[config.mk]
export PLATFORM = sky130hd
export DESIGN_NAME = tsie_exec
export DESIGN_NICKNAME = d
export VERILOG_FILES = /design/src/hw/rtl/tiny_stack_isa_execute_unit_defines.svh /design/src/hw/rtl/tsie_pkg.sv /design/src/hw/rtl/tsie_exec.sv
export SDC_FILE = /design/constraint.sdc
export NUM_CORES = 2
export LEC_CHECK = 0
export BUFFER_PORTS_ARGS = -buffer_cell sky130_fd_sc_hd__buf_2
export CAP_MARGIN = 20
export CORE_AREA = 2 2 302 304
export DETAILED_ROUTE_END_ITERATION = 8
export DIE_AREA = 0 0 304 306
export SYNTH_ARGS = -nofsm -noshare
export SYNTH_HDL_FRONTEND = slang
export SYNTH_SLANG_ARGS = --single-unit
[constraint.sdc]
create_clock -name vclk -period 14.2
set_input_delay 0.71 -clock vclk [all_inputs]
set_output_delay 0.71 -clock vclk [all_outputs]
set_load 0.01 [all_outputs]
[src/hw/rtl/tiny_stack_isa_execute_unit_defines.svh]
// Assertion macros shared by the execute unit RTL.
`ifndef TINY_STACK_ISA_EXECUTE_UNIT_DEFINES_SVH
`define TINY_STACK_ISA_EXECUTE_UNIT_DEFINES_SVH

// Same-cycle implication, disabled in reset.
`define TSIE_ASSERT_NOW(label, clk, rst, ante, cons, msg) \
   label: assert property (@(posedge clk) disable iff (rst) (ante) |-> (cons)) \
      else $error(msg);

// Next-cycle implication, disabled in reset.
`define TSIE_ASSERT_NEXT(label, clk, rst, ante, cons, msg) \
   label: assert property (@(posedge clk) disable iff (rst) (ante) |=> (cons)) \
      else $error(msg);

`endif

[src/hw/rtl/tsie_pkg.sv]
package tsie_pkg;

   localparam int MEMORY_WORDS_DEFAULT = 1024;
   localparam int REG_COUNT = 6;
   localparam int REQ_DATA_W = 96;
   localparam int RSP_DATA_W = 184;
   localparam logic [2:0] REG_ESP = 3'd3;
   localparam logic [2:0] REG_EBP = 3'd4;
   localparam logic [2:0] REG_EIP = 3'd5;

   typedef enum logic [3:0] {
      OP_MOVL = 4'd0, OP_ADDL = 4'd1, OP_PUSH = 4'd2, OP_POP = 4'd3,
      OP_CMP = 4'd4, OP_CALL = 4'd5, OP_RET = 4'd6, OP_JMP = 4'd7,
      OP_JE = 4'd8, OP_JNE = 4'd9, OP_JL = 4'd10, OP_JG = 4'd11,
      OP_NOP = 4'd12, OP_END = 4'd13
   } op_type;

   typedef enum logic [1:0] {
      KIND_UNKNOWN = 2'd0, KIND_REG = 2'd1, KIND_MEM = 2'd2, KIND_CONST = 2'd3
   } kind_type;

   typedef enum logic [2:0] {
      ST_OK = 3'd0, ST_INSTR_ERR = 3'd1, ST_MEM_ERR = 3'd2,
      ST_PC_ERR = 3'd3, ST_HALT = 3'd4
   } status_type;

   // Request payload, lowest field in the lowest bits
   typedef struct packed {
      logic [12:0] target_address;
      logic        target_found;
      logic [31:0] dst_value;
      logic [2:0]  dst_reg;
      logic [1:0]  dst_kind;
      logic [31:0] src_value;
      logic [2:0]  src_reg;
      logic [1:0]  src_kind;
      logic [3:0]  operation;
   } req_type;

   typedef struct packed {
      logic [31:0] compare_value;
      logic [31:0] stack_pointer;
      logic [31:0] mem_value;
      logic [9:0]  mem_index;
      logic        mem_written;
      logic [31:0] reg_value;
      logic [2:0]  reg_index;
      logic        reg_written;
      logic [31:0] next_pc;
      logic [2:0]  status;
   } rsp_type;

   typedef logic [REG_COUNT-1:0][31:0] rf_type;

   // Register/memory operand naming a missing register is unknown
   function automatic logic [1:0] norm_kind(logic [1:0] kind, logic [2:0] r);
      if ((kind == KIND_REG || kind == KIND_MEM) && r > 3'd5) return KIND_UNKNOWN;
      return kind;
   endfunction

   function automatic logic [31:0] rf_read(rf_type rf, logic [2:0] r);
      logic [31:0] v;
      v = '0;
      for (int i = 0; i < REG_COUNT; i++) begin
         if (r == 3'(i)) v = rf[i];
      end
      return v;
   endfunction

   // Byte address of the single data word an instruction may read
   function automatic logic [31:0] read_addr(req_type q, rf_type rf);
      logic [1:0] sk;
      logic [31:0] a;
      sk = norm_kind(q.src_kind, q.src_reg);
      a = rf_read(rf, q.src_reg) + q.src_value;
      case (q.operation)
         OP_ADDL: if (norm_kind(q.dst_kind, q.dst_reg) == KIND_MEM)
            a = rf_read(rf, q.dst_reg) + q.dst_value;
         OP_CMP: if (sk != KIND_MEM) a = rf_read(rf, q.dst_reg) + q.dst_value;
         OP_POP, OP_RET: a = rf[REG_ESP];
         default: a = rf_read(rf, q.src_reg) + q.src_value;
      endcase
      return a;
   endfunction

endpackage

[src/hw/rtl/tsie_exec.sv]
// Combinational execute: one instruction against the register file and the
// word read from data memory.
module tsie_exec #(
   parameter int MEMORY_WORDS = tsie_pkg::MEMORY_WORDS_DEFAULT
) (
   input  tsie_pkg::req_type              item,
   input  tsie_pkg::rf_type               rf,
   input  logic [31:0]                    cmp,
   input  logic [10:0]                    prog_len,
   input  logic [31:0]                    rdata,
   output tsie_pkg::rf_type               rf_next,
   output logic [31:0]                    cmp_next,
   output logic                           mem_we,
   output logic [$clog2(MEMORY_WORDS)-1:0] mem_widx,
   output tsie_pkg::rsp_type              result
);
   import tsie_pkg::*;

   localparam int AW = $clog2(MEMORY_WORDS);
   localparam logic [31:0] ADDR_MAX = 32'((MEMORY_WORDS - 1) * 4);
   localparam logic [31:0] WORD_MAX = 32'(MEMORY_WORDS - 1);

   function automatic logic ok(logic [31:0] a);
      return a <= ADDR_MAX;
   endfunction

   always_comb begin
      logic [1:0]  sk, dk;
      logic [31:0] sreg, dreg, asrc, adst, esp, eip, sp, v, v2, ta, c;
      logic        adv, take, st_set;
      logic [2:0]  st;
      sk = norm_kind(item.src_kind, item.src_reg);
      dk = norm_kind(item.dst_kind, item.dst_reg);
      sreg = rf_read(rf, item.src_reg);
      dreg = rf_read(rf, item.dst_reg);
      asrc = sreg + item.src_value;
      adst = dreg + item.dst_value;
      esp = rf[REG_ESP];
      eip = rf[REG_EIP];
      ta = {19'd0, item.target_address};
      c = cmp;
      sp = '0; v = '0; v2 = '0; take = 1'b0; st_set = 1'b0;
      adv = 1'b0;
      st = ST_OK;
      rf_next = rf;
      cmp_next = cmp;
      mem_we = 1'b0;
      mem_widx = '0;
      result = '0;

      // local helpers inline: register write and memory write
      case (item.operation)
         OP_MOVL: begin
            adv = 1'b1;
            if (sk == KIND_REG || sk == KIND_CONST) begin
               v = (sk == KIND_REG) ? sreg : item.src_value;
               if (dk == KIND_REG) begin
                  result.reg_written = 1'b1;
                  result.reg_value = v;
               end else if (dk == KIND_MEM) begin
                  if (!ok(adst)) st = ST_MEM_ERR;
                  else begin
                     mem_we = 1'b1; mem_widx = adst[AW+1:2]; result.mem_value = v;
                  end
               end else st = ST_INSTR_ERR;
            end else if (sk == KIND_MEM && dk == KIND_REG) begin
               if (!ok(asrc)) st = ST_MEM_ERR;
               else begin
                  result.reg_written = 1'b1; result.reg_value = rdata;
               end
            end else st = ST_INSTR_ERR;
         end
         OP_ADDL: begin
            adv = 1'b1;
            if (dk == KIND_REG) begin
               if (sk == KIND_CONST) begin
                  result.reg_written = 1'b1; result.reg_value = dreg + item.src_value;
               end else if (sk == KIND_MEM) begin
                  if (!ok(asrc)) st = ST_MEM_ERR;
                  else begin
                     result.reg_written = 1'b1; result.reg_value = dreg + rdata;
                  end
               end else if (sk == KIND_REG) begin
                  result.reg_written = 1'b1; result.reg_value = dreg + sreg;
               end else st = ST_INSTR_ERR;
            end else if (dk == KIND_MEM) begin
               if (!ok(adst)) st = ST_MEM_ERR;
               else if (sk == KIND_CONST || sk == KIND_REG) begin
                  mem_we = 1'b1; mem_widx = adst[AW+1:2];
                  result.mem_value = rdata + ((sk == KIND_REG) ? sreg : item.src_value);
               end else st = ST_INSTR_ERR;
            end else st = ST_INSTR_ERR;
         end
         OP_PUSH: begin
            adv = 1'b1;
            sp = esp - 32'd4;
            if (!ok(sp)) st = ST_MEM_ERR;
            else if (sk == KIND_UNKNOWN) st = ST_INSTR_ERR;
            else if (sk == KIND_MEM) begin
               if (!ok(asrc)) st = ST_MEM_ERR;
               else v = rdata;
            end else v = (sk == KIND_REG) ? sreg : item.src_value;
            if (st == ST_OK) begin
               rf_next[REG_ESP] = sp;
               mem_we = 1'b1; mem_widx = sp[AW+1:2]; result.mem_value = v;
            end
         end
         OP_POP: begin
            adv = 1'b1;
            if (!ok(esp) || !ok(esp + 32'd4)) st = ST_MEM_ERR;
            else if (dk == KIND_MEM) begin
               if (!ok(adst)) st = ST_MEM_ERR;
               else begin
                  mem_we = 1'b1; mem_widx = adst[AW+1:2]; result.mem_value = rdata;
                  rf_next[REG_ESP] = esp + 32'd4;
               end
            end else if (dk == KIND_REG) begin
               result.reg_written = 1'b1; result.reg_value = rdata;
               st_set = 1'b1;
            end else st = ST_INSTR_ERR;
         end
         OP_CMP: begin
            adv = 1'b1;
            if (sk == KIND_UNKNOWN) st = ST_INSTR_ERR;
            else if (sk == KIND_MEM) begin
               if (dk == KIND_MEM) st = ST_INSTR_ERR;
               else if (!ok(asrc)) st = ST_MEM_ERR;
               else v = rdata;
            end else v = (sk == KIND_REG) ? sreg : item.src_value;
            if (st == ST_OK) begin
               if (dk == KIND_UNKNOWN) st = ST_INSTR_ERR;
               else if (dk == KIND_MEM) begin
                  if (!ok(adst)) st = ST_MEM_ERR;
                  else v2 = rdata;
               end else v2 = (dk == KIND_REG) ? dreg : item.dst_value;
            end
            if (st == ST_OK) cmp_next = v2 - v;
         end
         OP_CALL: begin
            if (!item.target_found || !ok(ta)) st = ST_PC_ERR;
            else begin
               sp = esp - 32'd4;
               if (ok(sp)) begin
                  rf_next[REG_ESP] = sp;
                  mem_we = 1'b1; mem_widx = sp[AW+1:2]; result.mem_value = eip + 32'd4;
               end
               rf_next[REG_EIP] = ta;
            end
         end
         OP_RET: begin
            v = eip;
            if (ok(esp) && ok(esp + 32'd4)) begin
               v = rdata;
               rf_next[REG_ESP] = esp + 32'd4;
            end
            rf_next[REG_EIP] = v;
            if (v[31] || (v >> 2) > {21'd0, prog_len} || (v >> 2) > WORD_MAX)
               st = ST_PC_ERR;
         end
         OP_JMP, OP_JE, OP_JNE, OP_JL, OP_JG: begin
            if (!item.target_found || !ok(ta)) st = ST_PC_ERR;
            else begin
               case (item.operation)
                  OP_JMP:  take = 1'b1;
                  OP_JE:   take = (c == '0);
                  OP_JNE:  take = (c != '0);
                  OP_JL:   take = c[31];
                  default: take = (c != '0) && !c[31];
               endcase
               rf_next[REG_EIP] = take ? ta : eip + 32'd4;
            end
         end
         OP_END: st = ST_HALT;
         default: adv = 1'b1;
      endcase

      // destination register write, then pop and pc adjustments on top
      if (result.reg_written) begin
         result.reg_index = item.dst_reg;
         for (int i = 0; i < REG_COUNT; i++) begin
            if (item.dst_reg == 3'(i)) rf_next[i] = result.reg_value;
         end
      end
      if (st_set) rf_next[REG_ESP] = rf_next[REG_ESP] + 32'd4;
      if (adv) rf_next[REG_EIP] = rf_next[REG_EIP] + 32'd4;

      result.mem_written = mem_we;
      result.mem_index = 10'(mem_widx);
      result.status = st;
      result.next_pc = rf_next[REG_EIP];
      result.stack_pointer = rf_next[REG_ESP];
      result.compare_value = cmp_next;
   end
endmodule

==> metrics.cfg <==
[run_status]
outcome = complete, no violations

[route]
drt_iter0_drc = 6392
routed_via_density = 6.43
postRouteAntennaNets = 0
num_vias = 37800
wire_per_inst_um = 33.5
dr.pass1.iters = 8
drc_errors = 0
wirelength_um = 197000

[clocking]
hold_buffers = 0
post_cts_buffers = 0
post_cts_resize_count = 0

[placement]
dp_hpwl_um = 164000
place_congestion = 1.07
dp_cells = 5856
portBuffers = 772

[power]
p_int_mw = 0.576
clockPowerShare_pct = 0
leakage_nw = 14.4
switching_share_pct = 65.4
peakVddDrop_uv = 21.4
pwr-share-seq_pct = 0
p_per_area_nw_per_um2 = 53.4
combPwrFrac_pct = 100.0
net-switching-power_mw = 1.09

[global_routing]
grt_usage_pct = 39.5
globalRouteOverflowTotal = 0
grt_pass1_vias = 34100
grt_max_degree = 72
grt_pass1_wl_um = 266000
grt_antenna_before_repair = 45

[die]
fp.dieArea_um2 = 93000
initial_core_util_pct = 29.6
core_um2 = 89600
rows = 110
die_h_um = 306
die_w_um = 304
pin_count = 772

[critical_path]
crit_path_frequent_cell = o21ai_0
path_class = input port to output pin
cp-end-kind = output pin
cp_slowest_cell = nor2b_2
crit_fanout = 71
critPathMaxStageDelay_ns = 1.10
worstPathArrival_ns = 12.32
critical_path_required_ns = 13.49
startpoint_type = input port

[sta]
hold_viol = 0
grt_setup_unrepaired = no
max_slew_margin_pct = 13.6
finalMaxSlewViolations = 0
finalSetupTns_ns = 0
period_share_pct = 91.8
setup_viol = 0
max_freq_mhz = 76.7
fin_crit_ns = 13.03
worstMarginPinSlew_ns = 1.30

[finish]
seq_cell_count = 0
fin_nets = 5291
drive_gt1_share_pct = 22.7
post-route-util_pct = 34.8
fin_cells = 5874
clkbuf_count = 0
fill_cells = 10100
seq_area_um2 = 0
area_growth_syn_to_layout_pct = 17.5

[flow_run]
max_cap_violations = 0

[synth]
syn_area_um2 = 26500
ys_seq_area_share_pct = 0
synth_nets = 4760
synth_warnings = 0
synth_cell_types = 116
avgSynthCellArea_um2 = 6.39
synthCells = 4152

[hold_path]
hold_class = input port to output pin

-- cell type report --
class | instances | area (um2) | area share [%]
antenna | 17 | 42.5 | 0.136
inverter | 141 | 529 | 1.70
timing repair buffer | 884 | 4710 | 15.1
tap | 1176 | 1470 | 4.72
multi-input combinational | 3656 | 24400 | 78.4
-- through the flow --
stage                     worst slack (ns)  hold WS (ns)  power [mW]  cell area, um2
final                                 1.17          1.77        1.66           31200
after global routing                 0.393          1.80        1.76           31200
after CTS                             1.53          1.77        1.61           31100
after detailed placement              1.58          1.77        1.60           31100
after global placement                1.74          1.76        1.61           31100
after floorplan                       2.68          1.54        1.01           26500
-- power by group through the flow --
stage / Sequential [mW] / Clock [mW] / Combinational, mW
final: 0 / 0.000000117 / 1.66
after global routing: 0 / 0.0000000664 / 1.76
after CTS: 0 / 0 / 1.61
after detailed placement: 0 / 0 / 1.60
after global placement: 0 / 0 / 1.61
after floorplan: 0 / 0 / 1.01
-- routing by layer --
metal,share of wire [%],up-vias,GRT usage [%]
li1,-,16400,-
met1,39,17900,51.3
met2,41,2853,58.4
met3,12,592,10.6
met4,6.9,20,23.5
met5,0.071,-,0
-- cell usage after synthesis, types with 32 or more instances --
cell type,n,area share [%]
nor2_1,486,6.9
nand2_1,431,6.1
a21oi_1,418,7.9
o21ai_0,265,5.0
ha_1,242,11
clkbuf_1,206,2.9
mux2i_1,170,6.4
xnor2_1,152,5.0
inv_1,138,2.0
nor3_1,137,2.6
nand3_1,129,2.4
buf_4,109,3.1
xor2_1,109,3.6
a21o_1,74,2.1
mux2_2,72,3.1
o22ai_1,55,1.3
and3_1,50,1.2
nand4_1,48,1.1
nand2b_1,44,1.0
a22oi_1,43,1.2
o21a_1,43,1.2
o221ai_1,41,1.4
a211oi_1,40,1.1
nor2b_1,37,0.87
o211ai_1,35,0.99
a31oi_1,33,0.78
and2_1,32,0.75
-- cells by family (layout without fill, tap and decap cells) --
family / after synthesis / count (layout) / share of synthesized area (%)
mux: 245 / 245 / 9.72
buf+inv: 496 / 1025 / 8.68
simple gates: 1541 / 1541 / 27.3
fa+ha+maj: 249 / 249 / 11.9
compound gates: 1360 / 1360 / 33.8
other cells: 0 / 17 / 0
xor+xnor: 261 / 261 / 8.61
-- placed cells by master (no fill, tap or decap), drive strengths merged, types with 41 or more instances in the layout --
cell / n
o21a: 43
a22oi: 43
nand3: 130
nor3: 142
mux2: 72
nand2: 431
buf: 884
nor2: 488
nand2b: 44
a211oi: 42
ha: 242
xor2: 109
inv: 139
a21o: 74
o22ai: 56
o21ai: 276
o221ai: 41
and3: 51
nand4: 49
a21oi: 420
mux2i: 170
xnor2: 152
-- path summary, 6_finish.rpt --
| check | from | slack, ns | to | depth (start not counted) |
|---|---|---|---|---|
| worst min-delay path | cmp[19] | 1.77 | result[165] | 4 |
| worst max-delay path | item[6] | 1.17 | cmp_next[31] | 37 |
-- worst max-delay path, delay by kind of cell --
kind / cells / cell delay [ns]
AO/OA/AOI/OAI: 21 / 5.99
XOR/XNOR: 1 / 0.07
adder cells (fa/ha/maj): 2 / 0.73
buffers and inverters: 3 / 1.28
AND/OR/NAND/NOR: 10 / 3.43
Power figures use the tool's default switching activity.
